===== src/hw/rtl/wsfd_pkg.sv =====
// Shared types and constants of the WebSocket frame deframer.
package wsfd_pkg;

    typedef enum logic [2:0] {
        KIND_PAYLOAD = 3'd0,
        KIND_EMPTY   = 3'd1,
        KIND_PROTO   = 3'd2,
        KIND_BIG     = 3'd3,
        KIND_BADCONT = 3'd4
    } t_kind;

    localparam logic [3:0] OP_CONT   = 4'h0;
    localparam logic [3:0] OP_TEXT   = 4'h1;
    localparam logic [3:0] OP_BINARY = 4'h2;
    localparam logic [3:0] OP_RSV_LO = 4'h3;
    localparam logic [3:0] OP_RSV_HI = 4'h7;
    localparam logic [3:0] OP_CLOSE  = 4'h8;
    localparam logic [3:0] OP_CTRL_RSV = 4'hb;

    localparam logic [6:0] CTRL_MAX_LEN = 7'd125;
    localparam logic [6:0] LEN_EXT16    = 7'd126;
    localparam logic [6:0] LEN_EXT64    = 7'd127;

    localparam int unsigned APB_AW = 3;
    localparam logic REG_MAX_PAYLOAD = 1'b0;
    localparam logic [30:0] MAX_PAYLOAD_RST = 31'd1048576;

    // One entry of the queue between the parser and the result stage.
    typedef struct packed {
        t_kind      kind;
        logic [7:0] data;
        logic [3:0] frame_op;
        logic [3:0] msg_op;
        logic       fin;
        logic       last;
        logic       bad_cont;
    } t_cmd;

    // One result as it leaves the block.
    typedef struct packed {
        t_kind      kind;
        logic [7:0] data;
        logic [3:0] frame_op;
        logic [3:0] msg_op;
        logic       fin;
        logic       last;
    } t_res;

endpackage


===== src/hw/rtl/wsfd_front.sv =====
// Frame parser: walks the header, length, key and payload of each frame.
module wsfd_front import wsfd_pkg::*; (
    input  logic        i_clk,
    input  logic        i_rst_n,
    input  logic        i_take,
    input  logic [7:0]  i_byte,
    input  logic [30:0] i_max_payload,
    output logic        o_wr,
    output t_cmd        o_cmd
);

    typedef enum logic [5:0] {
        PH_HEAD1   = 6'b000001,
        PH_HEAD2   = 6'b000010,
        PH_EXTLEN  = 6'b000100,
        PH_MASK    = 6'b001000,
        PH_PAYLOAD = 6'b010000,
        PH_STOPPED = 6'b100000
    } t_phase;

    t_phase      r_phase, n_phase;
    logic [7:0]  r_head, n_head;
    logic [3:0]  r_left, n_left;
    logic [63:0] r_rem, n_rem;
    logic [31:0] r_key, n_key;
    logic [1:0]  r_midx, n_midx;
    logic [3:0]  r_pend, n_pend;

    logic [3:0]  op;
    logic        fin;
    logic [63:0] ext;
    logic        frame_done;

    function automatic logic header_bad(input logic [7:0] b1, input logic [7:0] b2,
                                        input logic [3:0] pend);
        logic [3:0] hop;
        logic       ctrl;
        begin
            hop  = b1[3:0];
            ctrl = hop[3];
            header_bad = !b2[7] || (b1[6:4] != 3'b000)
                || (hop >= OP_RSV_LO && hop <= OP_RSV_HI) || (hop >= OP_CTRL_RSV)
                || (ctrl && (b2[6:0] > CTRL_MAX_LEN)) || (ctrl && !b1[7])
                || ((pend != OP_CONT) && (hop == OP_TEXT || hop == OP_BINARY));
        end
    endfunction

    assign op  = r_head[3:0];
    assign fin = r_head[7];
    assign ext = {r_rem[55:0], i_byte};

    always_comb begin
        n_phase    = r_phase;
        n_head     = r_head;
        n_left     = r_left;
        n_rem      = r_rem;
        n_key      = r_key;
        n_midx     = r_midx;
        n_pend     = r_pend;
        frame_done = 1'b0;
        o_wr       = 1'b0;
        o_cmd.kind     = KIND_PAYLOAD;
        o_cmd.data     = 8'h00;
        o_cmd.frame_op = op;
        o_cmd.msg_op   = (op == OP_CONT) ? r_pend : op;
        o_cmd.fin      = fin;
        o_cmd.last     = 1'b0;
        o_cmd.bad_cont = 1'b0;
        if (i_take) begin
            unique case (r_phase)
                PH_HEAD1: begin
                    n_head  = i_byte;
                    n_phase = PH_HEAD2;
                end
                PH_HEAD2: begin
                    if (header_bad(r_head, i_byte, r_pend)) begin
                        o_wr       = 1'b1;
                        o_cmd.kind = KIND_PROTO;
                        o_cmd.last = 1'b1;
                        n_phase    = PH_STOPPED;
                    end else begin
                        if ((op == OP_TEXT || op == OP_BINARY) && !fin) begin
                            n_pend = op;
                        end
                        n_key  = 32'h0;
                        n_midx = 2'd0;
                        if (i_byte[6:0] == LEN_EXT16) begin
                            n_rem   = 64'h0;
                            n_left  = 4'd2;
                            n_phase = PH_EXTLEN;
                        end else if (i_byte[6:0] == LEN_EXT64) begin
                            n_rem   = 64'h0;
                            n_left  = 4'd8;
                            n_phase = PH_EXTLEN;
                        end else begin
                            n_rem   = {57'h0, i_byte[6:0]};
                            n_left  = 4'd4;
                            n_phase = PH_MASK;
                        end
                    end
                end
                PH_EXTLEN: begin
                    n_rem  = ext;
                    n_left = r_left - 4'd1;
                    if (r_left == 4'd1) begin
                        if ((ext[63:31] != 33'h0) || (ext[30:0] > i_max_payload)) begin
                            o_wr       = 1'b1;
                            o_cmd.kind = KIND_BIG;
                            o_cmd.last = 1'b1;
                            n_phase    = PH_STOPPED;
                        end else begin
                            n_left  = 4'd4;
                            n_midx  = 2'd0;
                            n_phase = PH_MASK;
                        end
                    end
                end
                PH_MASK: begin
                    n_key[8*r_midx +: 8] = i_byte;
                    n_midx = r_midx + 2'd1;
                    n_left = r_left - 4'd1;
                    if (r_left == 4'd1) begin
                        n_midx = 2'd0;
                        if (r_rem == 64'h0) begin
                            o_wr       = 1'b1;
                            o_cmd.kind = KIND_EMPTY;
                            frame_done = 1'b1;
                        end else begin
                            n_phase = PH_PAYLOAD;
                        end
                    end
                end
                PH_PAYLOAD: begin
                    o_wr       = 1'b1;
                    o_cmd.data = i_byte ^ r_key[8*r_midx +: 8];
                    n_midx     = r_midx + 2'd1;
                    n_rem      = r_rem - 64'd1;
                    frame_done = (r_rem == 64'd1);
                end
                PH_STOPPED: begin
                end
                default: begin
                end
            endcase
        end
        // End of frame: mark the last result or flag a bad continuation, and settle the message state.
        if (frame_done) begin
            if (op == OP_CONT && r_pend == OP_CONT) begin
                o_cmd.bad_cont = 1'b1;
                n_phase        = PH_STOPPED;
            end else begin
                o_cmd.last = 1'b1;
                if (op == OP_CLOSE) begin
                    n_phase = PH_STOPPED;
                end else begin
                    if (op <= OP_BINARY && fin) begin
                        n_pend = OP_CONT;
                    end
                    n_phase = PH_HEAD1;
                end
            end
        end
    end

    always_ff @(posedge i_clk) begin
        if (!i_rst_n) begin
            r_phase <= PH_HEAD1;
            r_head  <= 8'h00;
            r_left  <= 4'd0;
            r_rem   <= 64'h0;
            r_key   <= 32'h0;
            r_midx  <= 2'd0;
            r_pend  <= OP_CONT;
        end else begin
            r_phase <= n_phase;
            r_head  <= n_head;
            r_left  <= n_left;
            r_rem   <= n_rem;
            r_key   <= n_key;
            r_midx  <= n_midx;
            r_pend  <= n_pend;
        end
    end

`ifndef SYNTHESIS
    a_stop_sticky: assert property (@(posedge i_clk) disable iff (!i_rst_n)
        r_phase == PH_STOPPED |=> r_phase == PH_STOPPED)
        else $error("parser left the stopped phase");
    a_badcont_stops: assert property (@(posedge i_clk) disable iff (!i_rst_n)
        (o_wr && o_cmd.bad_cont) |=> r_phase == PH_STOPPED)
        else $error("bad continuation did not stop the parser");
`endif

endmodule


===== src/hw/rtl/wsfd_fifo.sv =====
// Short register queue between the parser and the result stage.
module wsfd_fifo import wsfd_pkg::*; #(
    parameter int unsigned DEPTH = 4
) (
    input  logic i_clk,
    input  logic i_rst_n,
    input  logic i_wr,
    input  t_cmd i_cmd,
    input  logic i_rd,
    output t_cmd o_head,
    output logic o_full,
    output logic o_empty
);

    localparam int unsigned PW = (DEPTH > 1) ? $clog2(DEPTH) : 1;
    localparam int unsigned CW = $clog2(DEPTH + 1);
    localparam logic [PW-1:0] LAST_PTR = PW'(DEPTH - 1);
    localparam logic [CW-1:0] FULL_CNT = CW'(DEPTH);

    t_cmd          r_mem [DEPTH];
    logic [PW-1:0] r_wptr, r_rptr;
    logic [CW-1:0] r_count;

    assign o_full  = (r_count == FULL_CNT);
    assign o_empty = (r_count == '0);
    assign o_head  = r_mem[r_rptr];

    always_ff @(posedge i_clk) begin
        if (i_wr) begin
            r_mem[r_wptr] <= i_cmd;
        end
    end

    always_ff @(posedge i_clk) begin
        if (!i_rst_n) begin
            r_wptr  <= '0;
            r_rptr  <= '0;
            r_count <= '0;
        end else begin
            if (i_wr) begin
                r_wptr <= (r_wptr == LAST_PTR) ? '0 : r_wptr + PW'(1);
            end
            if (i_rd) begin
                r_rptr <= (r_rptr == LAST_PTR) ? '0 : r_rptr + PW'(1);
            end
            if (i_wr && !i_rd) begin
                r_count <= r_count + CW'(1);
            end else if (i_rd && !i_wr) begin
                r_count <= r_count - CW'(1);
            end
        end
    end

`ifndef SYNTHESIS
    a_no_overflow: assert property (@(posedge i_clk) disable iff (!i_rst_n)
        !(i_wr && !i_rd && o_full))
        else $error("write into a full queue");
    a_no_underflow: assert property (@(posedge i_clk) disable iff (!i_rst_n)
        !(i_rd && o_empty))
        else $error("read from an empty queue");
    a_count_up: assert property (@(posedge i_clk) disable iff (!i_rst_n)
        (i_wr && !i_rd) |=> r_count == $past(r_count) + CW'(1))
        else $error("queue count did not follow a write");
`endif

endmodule


===== src/hw/rtl/wsfd_back.sv =====
// Result stage: turns queue entries into one or two results.
module wsfd_back import wsfd_pkg::*; (
    input  logic i_clk,
    input  logic i_rst_n,
    input  t_cmd i_head,
    input  logic i_empty,
    input  logic i_pop,
    output logic o_rd,
    output t_res o_res
);

    logic r_sub, n_sub;
    logic taken;

    assign taken = i_pop && !i_empty;
    assign o_rd  = taken && (!i_head.bad_cont || r_sub);

    always_comb begin
        o_res.kind     = i_head.kind;
        o_res.data     = i_head.data;
        o_res.frame_op = i_head.frame_op;
        o_res.msg_op   = i_head.msg_op;
        o_res.fin      = i_head.fin;
        o_res.last     = i_head.last;
        if (r_sub) begin
            // Second result of an entry: the bad continuation report.
            o_res.kind = KIND_BADCONT;
            o_res.data = 8'h00;
            o_res.last = 1'b1;
        end
        n_sub = r_sub;
        if (taken) begin
            n_sub = i_head.bad_cont && !r_sub;
        end
    end

    always_ff @(posedge i_clk) begin
        if (!i_rst_n) begin
            r_sub <= 1'b0;
        end else begin
            r_sub <= n_sub;
        end
    end

`ifndef SYNTHESIS
    a_sub_has_entry: assert property (@(posedge i_clk) disable iff (!i_rst_n)
        r_sub |-> (!i_empty && i_head.bad_cont))
        else $error("second result without a bad continuation entry");
`endif

endmodule


===== src/hw/rtl/websocket_frame_deframer.sv =====
// Top level of the WebSocket client frame deframer.
//
//   Channel   Direction  Handshake             Carries
//   input     in         push / full           i_data_byte
//   result    out        empty / pop           o_result_kind .. o_last_of_frame
//   config    in         APB psel/penable      max_payload at byte address 0
//
// One byte is accepted per clock cycle while the result queue has room; the
// parser handles each byte in the cycle it is taken, and its result enters
// the queue at that same edge, so a result can be popped in the next cycle.
// A bad continuation frame yields two results from one queue entry, popped one
// after the other; QUEUE_DEPTH entries of slack absorb pop stalls.
// Reset is synchronous and active low; it returns the parser to the first
// header byte, empties the queue and sets max_payload to 1048576.
// After a protocol error, an oversized length, a bad continuation or a
// complete close frame, bytes are still taken but yield no results.
module websocket_frame_deframer import wsfd_pkg::*; #(
    parameter int unsigned QUEUE_DEPTH = 4
) (
    input  logic              i_clk,
    input  logic              i_rst_n,
    // Byte input, seen as the write side of a queue.
    input  logic              push,
    output logic              full,
    input  logic [7:0]        i_data_byte,
    // Results, seen as the read side of a queue.
    output logic              empty,
    input  logic              pop,
    output logic [2:0]        o_result_kind,
    output logic [7:0]        o_payload_byte,
    output logic [3:0]        o_frame_opcode,
    output logic [3:0]        o_message_opcode,
    output logic              o_frame_final,
    output logic              o_last_of_frame,
    // Configuration port.
    input  logic              psel,
    input  logic              penable,
    input  logic              pwrite,
    input  logic [APB_AW-1:0] paddr,
    input  logic [31:0]       pwdata,
    output logic [31:0]       prdata,
    output logic              pready
);

    logic [30:0] r_max_payload;
    logic        take;
    logic        fifo_wr;
    logic        fifo_rd;
    t_cmd        front_cmd;
    t_cmd        head;
    t_res        res;

    // The single register sits at index 0; the low address bits select a byte
    // within the word and are not decoded.
    assign pready = 1'b1;
    assign prdata = (paddr[2] == REG_MAX_PAYLOAD) ? {1'b0, r_max_payload} : 32'h0;

    always_ff @(posedge i_clk) begin
        if (!i_rst_n) begin
            r_max_payload <= MAX_PAYLOAD_RST;
        end else if (psel && penable && pwrite && pready && (paddr[2] == REG_MAX_PAYLOAD)) begin
            r_max_payload <= pwdata[30:0];
        end
    end

    // A byte transaction completes whenever the queue can take its result.
    assign take = push && !full;

    wsfd_front u_front (
        .i_clk         (i_clk),
        .i_rst_n       (i_rst_n),
        .i_take        (take),
        .i_byte        (i_data_byte),
        .i_max_payload (r_max_payload),
        .o_wr          (fifo_wr),
        .o_cmd         (front_cmd)
    );

    wsfd_fifo #(
        .DEPTH (QUEUE_DEPTH)
    ) u_fifo (
        .i_clk   (i_clk),
        .i_rst_n (i_rst_n),
        .i_wr    (fifo_wr),
        .i_cmd   (front_cmd),
        .i_rd    (fifo_rd),
        .o_head  (head),
        .o_full  (full),
        .o_empty (empty)
    );

    wsfd_back u_back (
        .i_clk   (i_clk),
        .i_rst_n (i_rst_n),
        .i_head  (head),
        .i_empty (empty),
        .i_pop   (pop),
        .o_rd    (fifo_rd),
        .o_res   (res)
    );

    assign o_result_kind    = res.kind;
    assign o_payload_byte   = res.data;
    assign o_frame_opcode   = res.frame_op;
    assign o_message_opcode = res.msg_op;
    assign o_frame_final    = res.fin;
    assign o_last_of_frame  = res.last;

endmodule


===== config.mk =====
export PLATFORM = sky130hd
export DESIGN_NAME = websocket_frame_deframer
export DESIGN_NICKNAME = d
export VERILOG_FILES = /design/src/hw/rtl/wsfd_pkg.sv /design/src/hw/rtl/wsfd_front.sv /design/src/hw/rtl/wsfd_fifo.sv /design/src/hw/rtl/wsfd_back.sv /design/src/hw/rtl/websocket_frame_deframer.sv
export SDC_FILE = /design/constraint.sdc
export NUM_CORES = 1
export LEC_CHECK = 0
export ABC_AREA = 1
export BUFFER_PORTS_ARGS = -buffer_cell sky130_fd_sc_hd__buf_2
export CAP_MARGIN = 10
export CORE_MARGIN = 4
export CORE_UTILIZATION = 30
export DETAILED_ROUTE_END_ITERATION = 8
export SYNTH_ARGS = -nofsm -noshare
export SYNTH_HDL_FRONTEND = slang
export SYNTH_SLANG_ARGS = --single-unit

===== constraint.sdc =====
create_clock -name i_clk -period 6.1 [get_ports i_clk]
set_clock_uncertainty 0.05 [all_clocks]
set_input_delay 0 -clock i_clk [delete_from_list [all_inputs] [get_ports i_clk]]
set_output_delay 0 -clock i_clk [all_outputs]
set_load 0.02 [all_outputs]

==> metrics.md, run 1 <==
| Metric | Value |
|---|---|
| Post-synth top flop | `dfxtp_1` |
| Largest area contributor in the netlist | `dfxtp_1` |
| Tot Pwr | `between 7 and 8 mW` |
| Port Buffers | `100` |
| Share of post-route cells with drive strength above 1 | `0.120` |
| Largest net degree at the start of global routing | `between 90 and 100` |
| Filler cells | `approximately 4800` |
| Net count, final | `slightly above 2000` |
| Hold path endpoint | `u_front.r_phase[3]` |
| DR vias/cell | `5.05` |
| Clk_lat worst skew | `between 500 and 600 ps` |
| Top cells by area, synth | `dfxtp_1, edfxtp_1, nor2_1, a21oi_1, nand2_1` |
| Synth warnings | `0` |
| Clk network pwr share | `0.217` |
| Reg power frac | `0.272` |
| Top Ports | `between 100 and 150` |
| Psw | `between 3 and 4 mW` |
| Row count | `78` |
| FF-to-FF End | `u_front.r_rem[21]` |
| Clk buf depth | `3` |
| HPWL Detailed | `26700 microns` |
| DRC violations left | `0` |
| Placer Congestion | `0.886` |
| Min Tclk post-route | `roughly 3500 ps` |
| Root Buffer | `clkbuf_16` |
| Combinational share of power | `0.510` |
| MaxCap Viol Count | `0` |
| Final Setup Violations | `0` |
| WL final | `between 30000 and 40000 microns` |
| Worst Max-Slew Pin Slew | `about 1000 ps` |
| Most common cell after layout, fill and taps aside | `nor2_1` |
| Setup WS post-layout | `about 2600 ps` |
| CTS tree | `built` |
| Outcome | `complete, no violations` |
| Reg-to-reg slack, setup | `between 2000 and 3000 ps` |
| Area Overhead vs Synth | `17.0%` |
| Slew headroom | `0.316` |
| CP startpoint kind | `flip-flop` |
| Place WS | `2610 ps` |
| Max-slew violations | `0` |
| Hold WC Path Type | `in -> reg` |
| Final Cycle Share | `0.579` |
| Unrepaired setup endpoints after global routing | `no` |
| Die area | `a little under 50000 sq um` |
| Vias post-DR | `between 10000 and 15000` |
| CP Capture Type | `flip-flop` |
| Gate Count Post-Synth | `~1900` |
| Synth Cell Area | `approximately 14000 sq um` |
| Setup Crit Path Kind | `reg -> reg` |
| Reg clk slew, reported paths | `around 60 ps` |
| Pwr Density | `slightly below 500 nW/um^2` |
| Drt pass-1 iters | `5` |
| Vias in the first global route | `12300` |
| Tot GR Track Use | `0.154` |
| First-iteration detailed-routing DRC count | `about 1100` |
| Sequential cell area fraction in the yosys report | `0.419` |
| Starting density of the core | `0.303` |
| Core Region | `45300 sq um` |
| Switching share of power | `0.466` |
| CTS buffer count | `27` |
| Total gr overflow | `0` |
| Reg2Reg Launch Point | `u_front.r_phase[4]` |
| Pint | `roughly 4.2 mW` |
| Setup TNS | `0 ps` |
| Routed Antenna Nets | `0` |
| Syn avg cell area | `between 7 and 8 sq um` |
| Layout Cells excl Fill | `between 2000 and 3000` |
| Hold path startpoint | `push` |
| Post-CTS setup buffers | `0` |
| Final Hold Vio Count | `0` |
| Syn Nets | `between 1500 and 2000` |
| Ant diodes | `0` |
| Yosys cell types | `57` |
| Antenna violations before repair | `0` |
| Worst hold stages | `5` |
| DR WL/cell | `roughly 15 microns` |
| First-pass GRT wire length | `about 64000 microns` |
| Die height | `approximately 220 microns` |
| Worst ir drop on vdd | `~0.00025 V` |
| Clk sink count | `about 250` |
| Number of synthesized flops with an enable pin | `84` |
| Leak | `approximately 6.9 nW` |
| H-tree levels | `1` |
| Fmax | `~280 MHz` |
| Worst Path Arrival | `3910 ps` |
| CP max FO | `64` |
| Ys async rst share | `0` |
| Synth top area share | `0.235` |
| Placed insts | `~2500` |
| Req. time, crit path | `6480 ps` |
| Commonest non-fill, non-tap cells in the layout | `nor2_1, nand2_1, a21oi_1` |
| R2R depth | `9` |
| Register bit total from synthesis | `245` |
| Die width | `between 200 and 250 microns` |
## sequential cells by signal (all words and copies together) (netlist names), named ones only
| register | flops |
|---|---|
| u_fifo.r_wptr | 2 |
| u_front.r_rem | 64 |
| u_back.r_sub | 1 |
| u_front.r_key | 32 |
| u_front.r_midx | 2 |
| u_front.r_left | 4 |
| u_fifo.r_rptr | 2 |
| u_front.r_head | 8 |
| u_front.r_pend | 4 |
| u_fifo.r_mem | 84 |
| u_front.r_phase | 6 |
| u_fifo.r_count | 3 |
| r_max_payload | 31 |
## synthesized netlist by cell type (4+ instances only)
cell	count
nand2_1	262
nand2_2	8
buf_6	7
o21ai_1	46
o22ai_1	21
o21bai_1	9
or2_2	10
nand4_1	25
a31oi_1	5
nor2_1	308
xor2_1	11
buf_2	11
a211oi_1	10
o21ai_2	4
nand3_1	83
ha_1	46
clkbuf_1	52
nor2_2	18
nor4_1	9
inv_2	8
o21ai_0	159
nor2_4	6
nand3b_1	7
nor3_1	21
edfxtp_1	84
dfxtp_1	161
buf_4	4
nand4_2	5
inv_1	172
buf_1	6
a21oi_1	224
o211a_1	5
## stage by stage
stage                util  hold WS, ps  cell area [sq um]
finish              0.354         18.9              16000
global route        0.354         41.7              16000
CTS                 0.354         3.17              16000
detailed placement  0.324          173              14700
global placement    0.324          176              14700
floorplan               -         29.8              13700
## how the worst max path moves through the flow
stage	start	to	slack (ps)	cells after the start
after global placement	u_front.r_phase[0]	u_front.r_rem[21]	2650	9
after global routing	r_max_payload[30]	u_fifo.r_count[2]	2320	22
after floorplan	r_max_payload[30]	u_fifo.r_mem[0][0]	3100	15
after detailed placement	r_max_payload[30]	u_fifo.r_count[2]	2610	22
after CTS	u_front.r_phase[4]	u_front.r_rem[21]	2610	9
final	u_front.r_phase[4]	u_front.r_rem[21]	2570	9
## what timing repair did
action / 4_1_cts / 5_1_grt
gates resized for setup: 0 / 0
hold endpoints to repair: 72 / 0
hold buffers: 43 / 0
## routing by layer
metal,routed length [microns],up-vias,share of wire,global-route usage
li1,-,6454,-,-
met1,18100,6106,0.46,0.210
met2,18300,365,0.46,0.256
met3,2170,77,0.055,0.0232
met4,920,0,0.023,0.0392
met5,0,-,0,0
## cell type report
class / instances / area (sq um) / area share
multi-input combinational: 1342 / 6900 / 0.430
clock buffer: 32 / 734 / 0.0458
tap: 600 / 751 / 0.0468
sequential: 245 / 5750 / 0.358
inverter: 182 / 686 / 0.0427
timing repair buffer: 158 / 1050 / 0.0652
clock inverter: 18 / 190 / 0.0119
## power groups by stage
stage               clock network [mW]  logic (mW)  registers [mW]
finish                            1.70        3.99            2.13
global route                      1.80        4.47            2.15
CTS                               1.74        3.97            2.12
detailed placement                   0        3.92            2.16
global placement                     0        3.86            2.15
floorplan                            0        3.01            2.06
## critical path, stage by stage, from the launching register on
cell and delay (ps):
dfxtp_1 350, nor2_4 170, nand4_2 560, a31oi_2 500
nand2_8 300, inv_2 750, buf_4 410, o21ai_1 110
nand2_1 80, a21oi_1 60
## cell families after synthesis
kind of cell / after synthesis / synth area share
simple gates: 779 / 0.253
compound gates: 500 / 0.197
buf+inv: 263 / 0.0782
flops: 245 / 0.419
fa+ha+maj: 47 / 0.0434
xor+xnor: 14 / 0.00894
other cells: 2 / 0.000548
(Power assumes the default switching activity.)
==> run 2, diff against run 1 <==
- ABC_AREA: 1 -> 0
- clock period: 6.1 -> 3.15 ns (I/O delays scaled with it)
==> metrics.md, run 2 <==
| Metric | Value |
|---|---|
| Die width | `215 microns (was 222 microns)` |
| Post-synth top flop | `dfxtp_1 (unchanged)` |
| Fmax | `313 MHz (was 283 MHz)` |
| CP Capture Type | `flip-flop (unchanged)` |
| R2R depth | `12 (was 9)` |
| Setup TNS | `-49.5 ps (was 0 ps)` |
| Vias in the first global route | `11500 (was 12300)` |
| Most numerous cell in the Yosys netlist | `nand2_1 (was nor2_1)` |
| Slew headroom | `0.347 (was 0.316)` |
| FF-to-FF End | `u_fifo.r_count[2] (was u_front.r_rem[21])` |
| Top cells by area, synth | `dfxtp_1, edfxtp_1, a21oi_1, nand2_1, mux4_2 (was dfxtp_1, edfxtp_1, nor2_1, a21oi_1, nand2_1)` |
| Final Setup Violations | `1 (was 0)` |
| Unrepaired setup endpoints after global routing | `yes (was no)` |
| Gate Count Post-Synth | `1410 (was 1850)` |
| Syn Nets | `1507 (was 1947)` |
| Vias post-DR | `11700 (was 13000)` |
| Ys async rst share | `0 (unchanged)` |
| Port Buffers | `100 (unchanged)` |
| Reg clk slew, reported paths | `60 ps (about the same)` |
| Synth warnings | `0 (unchanged)` |
| Setup Crit Path Kind | `reg -> reg (unchanged)` |
| Ant diodes | `0 (unchanged)` |
| Leak | `6.15 nW (was 6.87 nW)` |
| Switching share of power | `0.313 (was 0.466)` |
| Yosys cell types | `80 (was 57)` |
| Share of post-route cells with drive strength above 1 | `0.230 (was 0.120)` |
| Clk sink count | `245 (unchanged)` |
| Req. time, crit path | `3590 ps (was 6480 ps)` |
| MaxCap Viol Count | `0 (unchanged)` |
| DR WL/cell | `17.0 microns (was 15.3 microns)` |
| Die height | `215 microns (was 222 microns)` |
| Area Overhead vs Synth | `28.9% (was 17.0%)` |
| H-tree levels | `1 (unchanged)` |
| Largest area contributor in the netlist | `dfxtp_1 (unchanged)` |
| Combinational share of power | `0.243 (was 0.510)` |
| CP max-delay cell | `or4_4 (was inv_2)` |
| Reg power frac | `0.401 (was 0.272)` |
| Post-Place Cell Area | `14700 sq um (about the same)` |
| Synth top area share | `0.252 (was 0.235)` |
| Die area | `46100 sq um (was 49200 sq um)` |
| CTS buffer count | `27 (unchanged)` |
| Commonest non-fill, non-tap cells in the layout | `nand2_1, dfxtp_1, a21oi_1 (was nor2_1, nand2_1, a21oi_1)` |
| Core Region | `42100 sq um (was 45300 sq um)` |
| Reg2Reg Launch Point | `u_front.r_rem[46] (was u_front.r_phase[4])` |
| DR vias/cell | `5.27 (was 5.05)` |
| Setup WS post-layout | `-49.5 ps (was 2570 ps)` |
| Final Hold Vio Count | `0 (unchanged)` |
| Pint | `5.97 mW (was 4.18 mW)` |
| Tot Pwr | `8.70 mW (was 7.82 mW)` |
| Total gr overflow | `0 (unchanged)` |
| Top Ports | `106 (unchanged)` |
| Most common cell after layout, fill and taps aside | `nand2_1 (was nor2_1)` |
| Core Util, Final | `0.392 (was 0.354)` |
| Drt pass-1 iters | `7 (was 5)` |
| Critical Path Stages | `12 (was 9)` |
| Root Buffer | `clkbuf_16 (unchanged)` |
| Largest net degree at the start of global routing | `77 (was 99)` |
| Final Cycle Share | `1.02 (was 0.579)` |
| Min Hold Slack | `23.8 ps (was 18.9 ps)` |
| Top flop regs | `u_fifo.r_mem (84), u_front.r_rem (64), u_front.r_key (32) (unchanged)` |
| HPWL Detailed | `25500 microns (was 26700 microns)` |
| Worst Path Arrival | `3630 ps (was 3910 ps)` |
| Reg-to-reg slack, setup | `-50 ps (was 2570 ps)` |
| Clk network pwr share | `0.356 (was 0.217)` |
| WL final | `37600 microns (was 39500 microns)` |
| Crit path launch | `u_front.r_rem[46] (was u_front.r_phase[4])` |
| CP max FO | `4 (was 64)` |
| Sequential cell area fraction in the yosys report | `0.448 (was 0.419)` |
| First-pass GRT wire length | `61800 microns (was 64100 microns)` |
| Critical Path Max Stage Delay | `570 ps (was 750 ps)` |
| CP startpoint kind | `flip-flop (unchanged)` |
| Tot GR Track Use | `0.159 (was 0.154)` |
| Synth Cell Area | `12800 sq um (was 13700 sq um)` |
| Row count | `75 (was 78)` |
| Pwr Density | `526 nW/um^2 (was 487 nW/um^2)` |
| Min Tclk post-route | `3200 ps (was 3530 ps)` |
| CTS tree | `built (unchanged)` |
| Net count, final | `1749 (was 2053)` |
| Outcome | `finished, violations left (was complete, no violations)` |
| Setup crit end | `u_fifo.r_count[2] (was u_front.r_rem[21])` |
| Placer Congestion | `0.906 (was 0.886)` |
| Largest Register | `u_fifo.r_mem (unchanged)` |
| Number of synthesized flops with an enable pin | `84 (unchanged)` |
| DRC violations left | `0 (unchanged)` |
| Crit path buf inv count | `1 (was 2)` |
| Starting density of the core | `0.304 (was 0.303)` |
| Clk_lat worst skew | `560 ps (was 570 ps)` |
| Psw | `2.72 mW (was 3.64 mW)` |
| Hold WC Path Type | `in -> reg (unchanged)` |
| Register bit total from synthesis | `245 (unchanged)` |
| Max-slew violations | `0 (unchanged)` |
| Routed Antenna Nets | `0 (unchanged)` |
| Worst Max-Slew Pin Slew | `971 ps (was 1030 ps)` |
| Commonest cells in the synthesized netlist | `nand2_1, dfxtp_1, a21oi_1 (was nor2_1, nand2_1, a21oi_1)` |
| First-iteration detailed-routing DRC count | `973 (was 1090)` |
| Worst ir drop on vdd | `0.000290 V (was 0.000246 V)` |
| Critical path's top delay family | `simple AND/OR/NAND/NOR gates (was buffers and inverters)` |
| Syn avg cell area | `9.09 sq um (was 7.41 sq um)` |
| Design area | `16500 sq um (was 16000 sq um)` |
| Max reg flops | `84 (unchanged)` |
| Antenna violations before repair | `0 (unchanged)` |
| Clk buf depth | `3 (unchanged)` |
| CP cell instances | `or4_4, nor4_4, nand4_1, o41ai_2, o21ai_1, o21ai_2, ha_2, inv_2, fa_2, xor2_1, or3_1, a21oi_2 (was nor2_4, nand4_2, a31oi_2, nand2_8, inv_2, buf_4, o21ai_1, nand2_1, a21oi_1)` |
| Failing checks | `setup timing` |
==> run 2: kinds of logic after synthesis <==
logic type,Yosys count,share of synthesized area
buffers and inverters,146,0.0447
other,2,0.000586
adder cells (fa/ha/maj),47,0.0465
AO/OA/AOI/OAI,384,0.189
multiplexers,35,0.0557
AND/OR/NAND/NOR,534,0.204
flip-flops,245,0.448
XOR/XNOR,17,0.0116
==> run 2: stage by stage <==
step	setup WS, ps	instances
2_1_floorplan	-21.1	1410
3_3_place_gp	-32.6	2088
3_5_place_dp	-102	2088
4_1_cts	-54.7	2206
5_1_grt	-185	2212
6_report	-49.5	2212
==> run 2: timing repair <==
item | 4_1_cts | 5_1_grt
gates resized for setup | 3 | 29
setup buffers | 0 | 6
hold endpoints to repair | 80 | 0
endpoints found under the setup margin | 1 | 3
pin swaps | 2 | 15
hold buffers | 68 | 0
==> run 2: worst min-delay path by stage <==
stage,startpoint,to,slack (ps),depth (start not counted)
3_3_place_gp,pwdata[20],r_max_payload[20],190,3
3_5_place_dp,pwdata[22],r_max_payload[22],200,3
4_1_cts,penable,r_max_payload[16],0.08,5
2_1_floorplan,paddr[2],prdata[0],30,1
6_report,psel,r_max_payload[16],20,5
5_1_grt,psel,r_max_payload[16],60,5
==> run 2: layout make-up <==
cell class                      instances  area [sq um]
Multi-Input combinational cell       1019          6750
Fill cell                            4112         25600
Tap cell                              539           674
Clock inverter                          9          92.6
Inverter                               52           196
Timing Repair Buffer                  307          2290
Sequential cell                       245          5760
Clock buffer                           41           768
==> run 2: power groups by stage <==
stage | registers (mW) | logic, mW | clock network (mW)
6_report | 3.49 | 2.11 | 3.09
5_1_grt | 3.50 | 2.33 | 3.29
4_1_cts | 3.48 | 2.07 | 3.16
3_5_place_dp | 3.55 | 2.01 | 0
3_3_place_gp | 3.55 | 1.99 | 0
2_1_floorplan | 3.52 | 1.35 | 0
==> run 2: layer usage <==
layer  part of all wire  track usage
met3              0.053       0.0309
met5                  0            0
met4              0.027       0.0417
met2               0.46        0.259
met1               0.46        0.217
==> run 2: worst reg2reg max path, cell delays in order (launching register included) <==
cell and delay (ps):
dfxtp_1 310, or4_4 570, nor4_4 320, nand4_1 190
o41ai_2 240, o21ai_1 120, o21ai_2 120, ha_2 240
inv_2 40, fa_2 330, xor2_1 170, or3_1 320
a21oi_2 110
